File: src/xcfp_pkg.sv
// ----------------------------------------------------------------------------
// xcfp_pkg
// shared types and constants of the xor checked frame parser
// ----------------------------------------------------------------------------
`default_nettype none

package xcfp_pkg;

    localparam int unsigned BYTE_W  = 8;
    localparam int unsigned INDEX_W = 8;

    localparam logic [INDEX_W-1:0] REG_HEADER_FIRST  = 8'd0;
    localparam logic [INDEX_W-1:0] REG_HEADER_SECOND = 8'd1;
    localparam logic [INDEX_W-1:0] REG_LED_FUNCTION  = 8'd2;
    localparam logic [INDEX_W-1:0] REG_MAX_LENGTH    = 8'd3;

    localparam logic [BYTE_W-1:0] RST_HEADER_FIRST  = 8'h55;
    localparam logic [BYTE_W-1:0] RST_HEADER_SECOND = 8'hAA;
    localparam logic [BYTE_W-1:0] RST_LED_FUNCTION  = 8'h06;
    localparam logic [BYTE_W-1:0] RST_MAX_LENGTH    = 8'd11;

    localparam logic [BYTE_W-1:0] LED_MIN_LENGTH = 8'd3;

    typedef enum logic [4:0] {
        PH_HUNT_FIRST  = 5'b00001,
        PH_HUNT_SECOND = 5'b00010,
        PH_LENGTH      = 5'b00100,
        PH_BODY        = 5'b01000,
        PH_CHECK       = 5'b10000
    } phase_t;

    typedef struct packed {
        logic [BYTE_W-1:0] header_first;
        logic [BYTE_W-1:0] header_second;
        logic [BYTE_W-1:0] led_function_code;
        logic [BYTE_W-1:0] max_body_length;
    } cfg_t;

endpackage

`default_nettype wire

File: src/xcfp_regs.sv
// ----------------------------------------------------------------------------
// xcfp_regs
// configuration register file, written through the configuration channel
// ----------------------------------------------------------------------------
`default_nettype none

module xcfp_regs (
    input  wire logic                          aclk,
    input  wire logic                          aresetn,
    input  wire logic                          cfg_valid,
    output logic                               cfg_ready,
    input  wire logic [xcfp_pkg::INDEX_W-1:0]  cfg_index,
    input  wire logic [xcfp_pkg::BYTE_W-1:0]   cfg_data,
    output xcfp_pkg::cfg_t                     cfg
);

    xcfp_pkg::cfg_t cfg_reg;
    xcfp_pkg::cfg_t cfg_next;

    assign cfg_ready = 1'b1;
    assign cfg       = cfg_reg;

    always_comb begin
        cfg_next = cfg_reg;
        if (cfg_valid) begin
            case (cfg_index)
                xcfp_pkg::REG_HEADER_FIRST:  cfg_next.header_first      = cfg_data;
                xcfp_pkg::REG_HEADER_SECOND: cfg_next.header_second     = cfg_data;
                xcfp_pkg::REG_LED_FUNCTION:  cfg_next.led_function_code = cfg_data;
                xcfp_pkg::REG_MAX_LENGTH:    cfg_next.max_body_length   = cfg_data;
                default: ;
            endcase
        end
    end

    always_ff @(posedge aclk) begin
        if (!aresetn) begin
            cfg_reg.header_first      <= xcfp_pkg::RST_HEADER_FIRST;
            cfg_reg.header_second     <= xcfp_pkg::RST_HEADER_SECOND;
            cfg_reg.led_function_code <= xcfp_pkg::RST_LED_FUNCTION;
            cfg_reg.max_body_length   <= xcfp_pkg::RST_MAX_LENGTH;
        end else begin
            cfg_reg <= cfg_next;
        end
    end

endmodule

`default_nettype wire

File: src/xor_checked_frame_parser_core.sv
// ----------------------------------------------------------------------------
// xor_checked_frame_parser_core
// byte stream frame parser with two-byte header, length, body and xor checksum
// ----------------------------------------------------------------------------
// The block takes one received byte per cycle on the s_ channel whenever the
// result register is free or being taken, and emits one m_ transaction for
// each frame whose checksum byte equals the xor of all earlier frame bytes.
// The phase update, body byte capture and running xor sit between the parser
// state registers and the result register, and a byte is accepted while a
// result waits only if that result is taken in the same cycle. Frames with
// a bad second header byte, an oversized length or a bad checksum are dropped
// silently and hunting starts again at the next byte.
`default_nettype none

module xor_checked_frame_parser_core (
    input  wire logic                          aclk,
    input  wire logic                          aresetn,
    input  wire logic                          cfg_valid,
    output logic                               cfg_ready,
    input  wire logic [xcfp_pkg::INDEX_W-1:0]  cfg_index,
    input  wire logic [xcfp_pkg::BYTE_W-1:0]   cfg_data,
    input  wire logic                          s_valid,
    output logic                               s_ready,
    input  wire logic [xcfp_pkg::BYTE_W-1:0]   s_rx_byte,
    output logic                               m_valid,
    input  wire logic                          m_ready,
    output logic [xcfp_pkg::BYTE_W-1:0]        m_func_code,
    output logic [xcfp_pkg::BYTE_W-1:0]        m_led_number,
    output logic                               m_led_on,
    output logic                               m_is_led_command,
    output logic [xcfp_pkg::BYTE_W-1:0]        m_body_length
);

    xcfp_pkg::cfg_t cfg;

    xcfp_regs u_regs (
        .aclk      (aclk),
        .aresetn   (aresetn),
        .cfg_valid (cfg_valid),
        .cfg_ready (cfg_ready),
        .cfg_index (cfg_index),
        .cfg_data  (cfg_data),
        .cfg       (cfg)
    );

    xcfp_pkg::phase_t              phase_reg, phase_next;
    logic [xcfp_pkg::BYTE_W-1:0]   length_reg, length_next;
    logic [xcfp_pkg::BYTE_W-1:0]   seen_reg, seen_next;
    logic [xcfp_pkg::BYTE_W-1:0]   xor_reg, xor_next;
    logic [xcfp_pkg::BYTE_W-1:0]   func_reg, func_next;
    logic [xcfp_pkg::BYTE_W-1:0]   index_reg, index_next;
    logic [xcfp_pkg::BYTE_W-1:0]   state_reg, state_next;

    logic                          m_valid_reg, m_valid_next;
    logic [xcfp_pkg::BYTE_W-1:0]   m_func_reg, m_func_next;
    logic [xcfp_pkg::BYTE_W-1:0]   m_num_reg, m_num_next;
    logic                          m_on_reg, m_on_next;
    logic                          m_led_reg, m_led_next;
    logic [xcfp_pkg::BYTE_W-1:0]   m_len_reg, m_len_next;

    logic                          accept;
    logic                          emit;
    logic [xcfp_pkg::BYTE_W-1:0]   b;

    assign s_ready = !m_valid_reg || m_ready;
    assign accept  = s_valid && s_ready;
    assign b       = s_rx_byte;

    always_comb begin
        phase_next  = phase_reg;
        length_next = length_reg;
        seen_next   = seen_reg;
        xor_next    = xor_reg;
        func_next   = func_reg;
        index_next  = index_reg;
        state_next  = state_reg;
        emit        = 1'b0;
        if (accept) begin
            case (phase_reg)
                xcfp_pkg::PH_HUNT_SECOND: begin
                    if (b == cfg.header_second) begin
                        xor_next   = xor_reg ^ b;
                        phase_next = xcfp_pkg::PH_LENGTH;
                    end else begin
                        phase_next = xcfp_pkg::PH_HUNT_FIRST;
                    end
                end
                xcfp_pkg::PH_LENGTH: begin
                    if (b > cfg.max_body_length) begin
                        phase_next = xcfp_pkg::PH_HUNT_FIRST;
                    end else begin
                        length_next = b;
                        xor_next    = xor_reg ^ b;
                        seen_next   = '0;
                        func_next   = '0;
                        index_next  = '0;
                        state_next  = '0;
                        phase_next  = (b == '0) ? xcfp_pkg::PH_CHECK : xcfp_pkg::PH_BODY;
                    end
                end
                xcfp_pkg::PH_BODY: begin
                    if (seen_reg == 8'd0) begin
                        func_next = b;
                    end else if (seen_reg == 8'd1) begin
                        index_next = b;
                    end else if (seen_reg == 8'd2) begin
                        state_next = b;
                    end
                    xor_next  = xor_reg ^ b;
                    seen_next = seen_reg + 8'd1;
                    if (seen_next >= length_reg) begin
                        phase_next = xcfp_pkg::PH_CHECK;
                    end
                end
                xcfp_pkg::PH_CHECK: begin
                    emit       = (b == xor_reg);
                    phase_next = xcfp_pkg::PH_HUNT_FIRST;
                end
                default: begin
                    if (b == cfg.header_first) begin
                        xor_next   = b;
                        phase_next = xcfp_pkg::PH_HUNT_SECOND;
                    end else begin
                        phase_next = xcfp_pkg::PH_HUNT_FIRST;
                    end
                end
            endcase
        end
    end

    always_comb begin
        m_valid_next = m_valid_reg && !m_ready;
        m_func_next  = m_func_reg;
        m_num_next   = m_num_reg;
        m_on_next    = m_on_reg;
        m_led_next   = m_led_reg;
        m_len_next   = m_len_reg;
        if (emit) begin
            m_valid_next = 1'b1;
            m_func_next  = func_reg;
            m_num_next   = index_reg;
            m_on_next    = (state_reg != '0);
            m_led_next   = (length_reg >= xcfp_pkg::LED_MIN_LENGTH)
                           && (func_reg == cfg.led_function_code);
            m_len_next   = length_reg;
        end
    end

    always_ff @(posedge aclk) begin
        if (!aresetn) begin
            phase_reg   <= xcfp_pkg::PH_HUNT_FIRST;
            length_reg  <= '0;
            seen_reg    <= '0;
            xor_reg     <= '0;
            func_reg    <= '0;
            index_reg   <= '0;
            state_reg   <= '0;
            m_valid_reg <= 1'b0;
        end else begin
            phase_reg   <= phase_next;
            length_reg  <= length_next;
            seen_reg    <= seen_next;
            xor_reg     <= xor_next;
            func_reg    <= func_next;
            index_reg   <= index_next;
            state_reg   <= state_next;
            m_valid_reg <= m_valid_next;
        end
    end

    always_ff @(posedge aclk) begin
        m_func_reg <= m_func_next;
        m_num_reg  <= m_num_next;
        m_on_reg   <= m_on_next;
        m_led_reg  <= m_led_next;
        m_len_reg  <= m_len_next;
    end

    assign m_valid          = m_valid_reg;
    assign m_func_code      = m_func_reg;
    assign m_led_number     = m_num_reg;
    assign m_led_on         = m_on_reg;
    assign m_is_led_command = m_led_reg;
    assign m_body_length    = m_len_reg;

endmodule

`default_nettype wire

File: config.mk
export PLATFORM = sky130hd
export DESIGN_NAME = xor_checked_frame_parser_core
export DESIGN_NICKNAME = d
export VERILOG_FILES = /design/src/xcfp_pkg.sv /design/src/xcfp_regs.sv /design/src/xor_checked_frame_parser_core.sv
export SDC_FILE = /design/constraint.sdc
export NUM_CORES = 1
export LEC_CHECK = 0
export ABC_AREA = 1
export BUFFER_PORTS_ARGS = -buffer_cell sky130_fd_sc_hd__buf_4
export CORE_MARGIN = 1.5
export CORE_UTILIZATION = 53
export CTS_CLUSTER_DIAMETER = 60
export DETAILED_ROUTE_END_ITERATION = 12
export GPL_TIMING_DRIVEN = 0
export HOLD_SLACK_MARGIN = 0.02
export PLACE_DENSITY = 0.81
export SYNTH_ARGS = -nofsm -noshare
export SYNTH_HDL_FRONTEND = slang
export SYNTH_SLANG_ARGS = --single-unit
File: constraint.sdc
create_clock -name aclk -period 2.1 [get_ports aclk]
set_input_delay 0.42 -clock aclk [delete_from_list [all_inputs] [get_ports aclk]]
set_output_delay 0.42 -clock aclk [all_outputs]
set_load 0.1 [all_outputs]
==> results.json <==
{
  "cts_htree_levels": 3,
  "die_y_um": 104.6,
  "cap_violations": 0,
  "cts_buffers": 9,
  "die_area_mm2": 0.01094,
  "overflow": 0,
  "period_share": 1.039,
  "crit_path_end_kind": "flop",
  "yosysSeqAreaShare": 0.4572,
  "power_density_mw_per_mm2": 588.4,
  "coreArea_mm2": 0.009910,
  "grt_pass1_vias": 4741,
  "synth_seq_cells": 112,
  "seq_area_mm2": 0.002517,
  "insertion_delay_ps": 380,
  "clock-sinks": 112,
  "grt_pass1_wl_mm": 22.69,
  "outcome": "complete, but fails checks",
  "synth_cell_types": 34,
  "grt_max_degree": 27,
  "root_buffer": "clkbuf_8",
  "cts_tree": "yes",
  "timing.final.crit_period_ps": 2183,
  "synth_edf_count": 26,
  "post-synth-top-count-cell": "nand2_1",
  "cts_hold_buf": 0,
  "worstMarginPinSlew_ps": 628.4,
  "synth.avg_cell_area_um2": 7.886,
  "finalNetCount": 824,
  "viasPerCell": 5.515,
  "fin_ws_ps": -82.76,
  "rsz0062_at_grt": "yes",
  "clk_pin_slew_ps": 130,
  "dieWidth_um": 104.6,
  "wire_per_inst_um": 15.67,
  "yosys_warnings": 0,
  "fmax_mhz": 458.1,
  "synth_nets": 743,
  "area_delta_synth_final_pct": 20.83,
  "diodes": 0,
  "synth_flop_cell": "dfxtp_1",
  "finalSetupViolCount": 5,
  "antenna_found_initial": 0,
  "ant_nets": 0,
  "io_pins": 58,
  "portBuffers": 55,
  "largest_register_ffs": 32,
  "initial_core_util": 0.5523,
  "synth_top_area_frac": 0.3146,
  "wl_mm": 14.30,
  "slew_viol_final": 0,
  "peakVddDrop_mv": 0.4365,
  "nFillCells": 799,
  "layout-drive-gt1-share": 0.1987,
  "async_flop_share": 0,
  "whs_ps": 236.0,
  "synth_area_mm2": 0.005473,
  "clock_path_buffers": 2,
  "synth.area.top_cells": "dfxtp_1 (31%), edfxtp_1 (14%), nand2_1 (9.3%)",
  "hold_class": "primary input to flop",
  "critical_path.max_fanout": 6,
  "multi_input_area_mm2": 0.002644,
  "first_iter_violations": 407,
  "drc_errors": 0,
  "power_mw": 3.891,
  "synth_commonest_cells": "nand2_1 (136), dfxtp_1 (86), inv_1 (85)",
  "dpl.hpwl_mm": 10.12,
  "power.leakage_nw": 2.868,
  "hold_viol": 0,
  "rows": 36,
  "relSlewSlack": 0.5811,
  "worstPathArrival_ps": 2460,
  "syn_inst": 694,
  "firstDrtPassIters": 6,
  "crit_path_start_kind": "flop",
  "critPathRequiredTime_ps": 2380,
  "hold_path_depth": 3,
  "via_count": 5035,
  "grtUsageTotal": 0.2596,
  "place.gp.congestion": 0.8968,
  "violations": "setup timing",
  "r2r_cells": 13,
  "worstSetupPathType": "flop to flop",
  "synth_top_cell_by_area": "dfxtp_1",
  "clock_skew_ps": 17.20
}
==> what timing repair did <==
action | CTS | global route
gates cloned | 0 | 1
setup buffers | 11 | 6
pin swaps | 7 | 16
resized for setup | 23 | 27
setup endpoints to repair | 25 | 69
==> where the power goes <==
part,total (mW),leakage (nW),internal [mW],switching (mW)
sequential,2.21,0.921,2.20,0.00867
combinational,0.305,1.84,0.106,0.199
clock,1.38,0.110,0.502,0.876
==> worst max-delay path, stage by stage (launching register included) <==
cell	delay (ps)
dfxtp_4	410
ha_4	160
nand3_4	80
nor3b_4	210
xor2_2	200
ha_1	280
nand2_2	110
nor2_4	50
nand4_1	70
nand4_1	130
nand2_2	180
inv_2	80
nor2_1	80
nor2_1	50
==> metrics by stage <==
step	setup TNS [ps]	instance area (µm²)	utilization	std cells	setup slack [ps]
2_1_floorplan	0	5485	-	694	32.20
3_3_place_gp	-10660	6065	0.6120	882	-239.8
3_5_place_dp	-13490	6065	0.6120	882	-305.8
4_1_cts	-254.6	6429	0.6487	909	-64.50
5_1_grt	-1275	6613	0.6673	913	-217.9
6_report	-338.5	6613	0.6673	913	-82.76
==> kinds of logic after synthesis <==
kind of cell / count (synthesis) / synth area share
xor+xnor: 31 / 0.04961
other cells: 1 / 0.0006852
fa+ha+maj: 20 / 0.04572
buf+inv: 117 / 0.08870
compound gates: 116 / 0.1132
simple gates: 297 / 0.2449
flops: 112 / 0.4572
==> path summary, 6_finish.rpt <==
check / start / endpoint / slack [ps]
worst min-delay path: cfg_data[2] / u_regs.cfg[26] / 240
worst min register to register: index_reg[3] / m_led_number[3] / 450
worst max register to register: seen_reg[0] / phase_reg[2] / -80
worst max-delay path: seen_reg[0] / phase_reg[2] / -80
==> area by class of cell <==
type | instances | share of cell area
sequential | 112 | 0.3807
clock inverter | 7 | 0.01419
tap | 133 | 0.02517
timing repair buffer | 69 | 0.08401
multi-input combinational | 465 | 0.3998
buffer | 24 | 0.02214
timing repair inverter | 1 | 0.001135
inverter | 93 | 0.05412
clock buffer | 9 | 0.01873
==> layout by cell type, fill, tap and decap left out, types with 17 or more instances in the layout <==
| cell | instances |
|---|---|
| nand2_1 | 131 |
| a21oi_1 | 54 |
| nand3_1 | 35 |
| inv_1 | 83 |
| nor2_1 | 77 |
| edfxtp_1 | 26 |
| o21ai_0 | 40 |
| ha_1 | 17 |
| buf_4 | 69 |
| dfxtp_1 | 80 |
==> layer usage <==
metal	vias up	part of all wire	global-route usage
li1	2408	-	-
met1	2359	0.43	0.3461
met2	238	0.48	0.4366
met3	30	0.070	0.03369
met4	0	0.018	0.08611
met5	-	0	0
(Power assumes the default switching activity.)
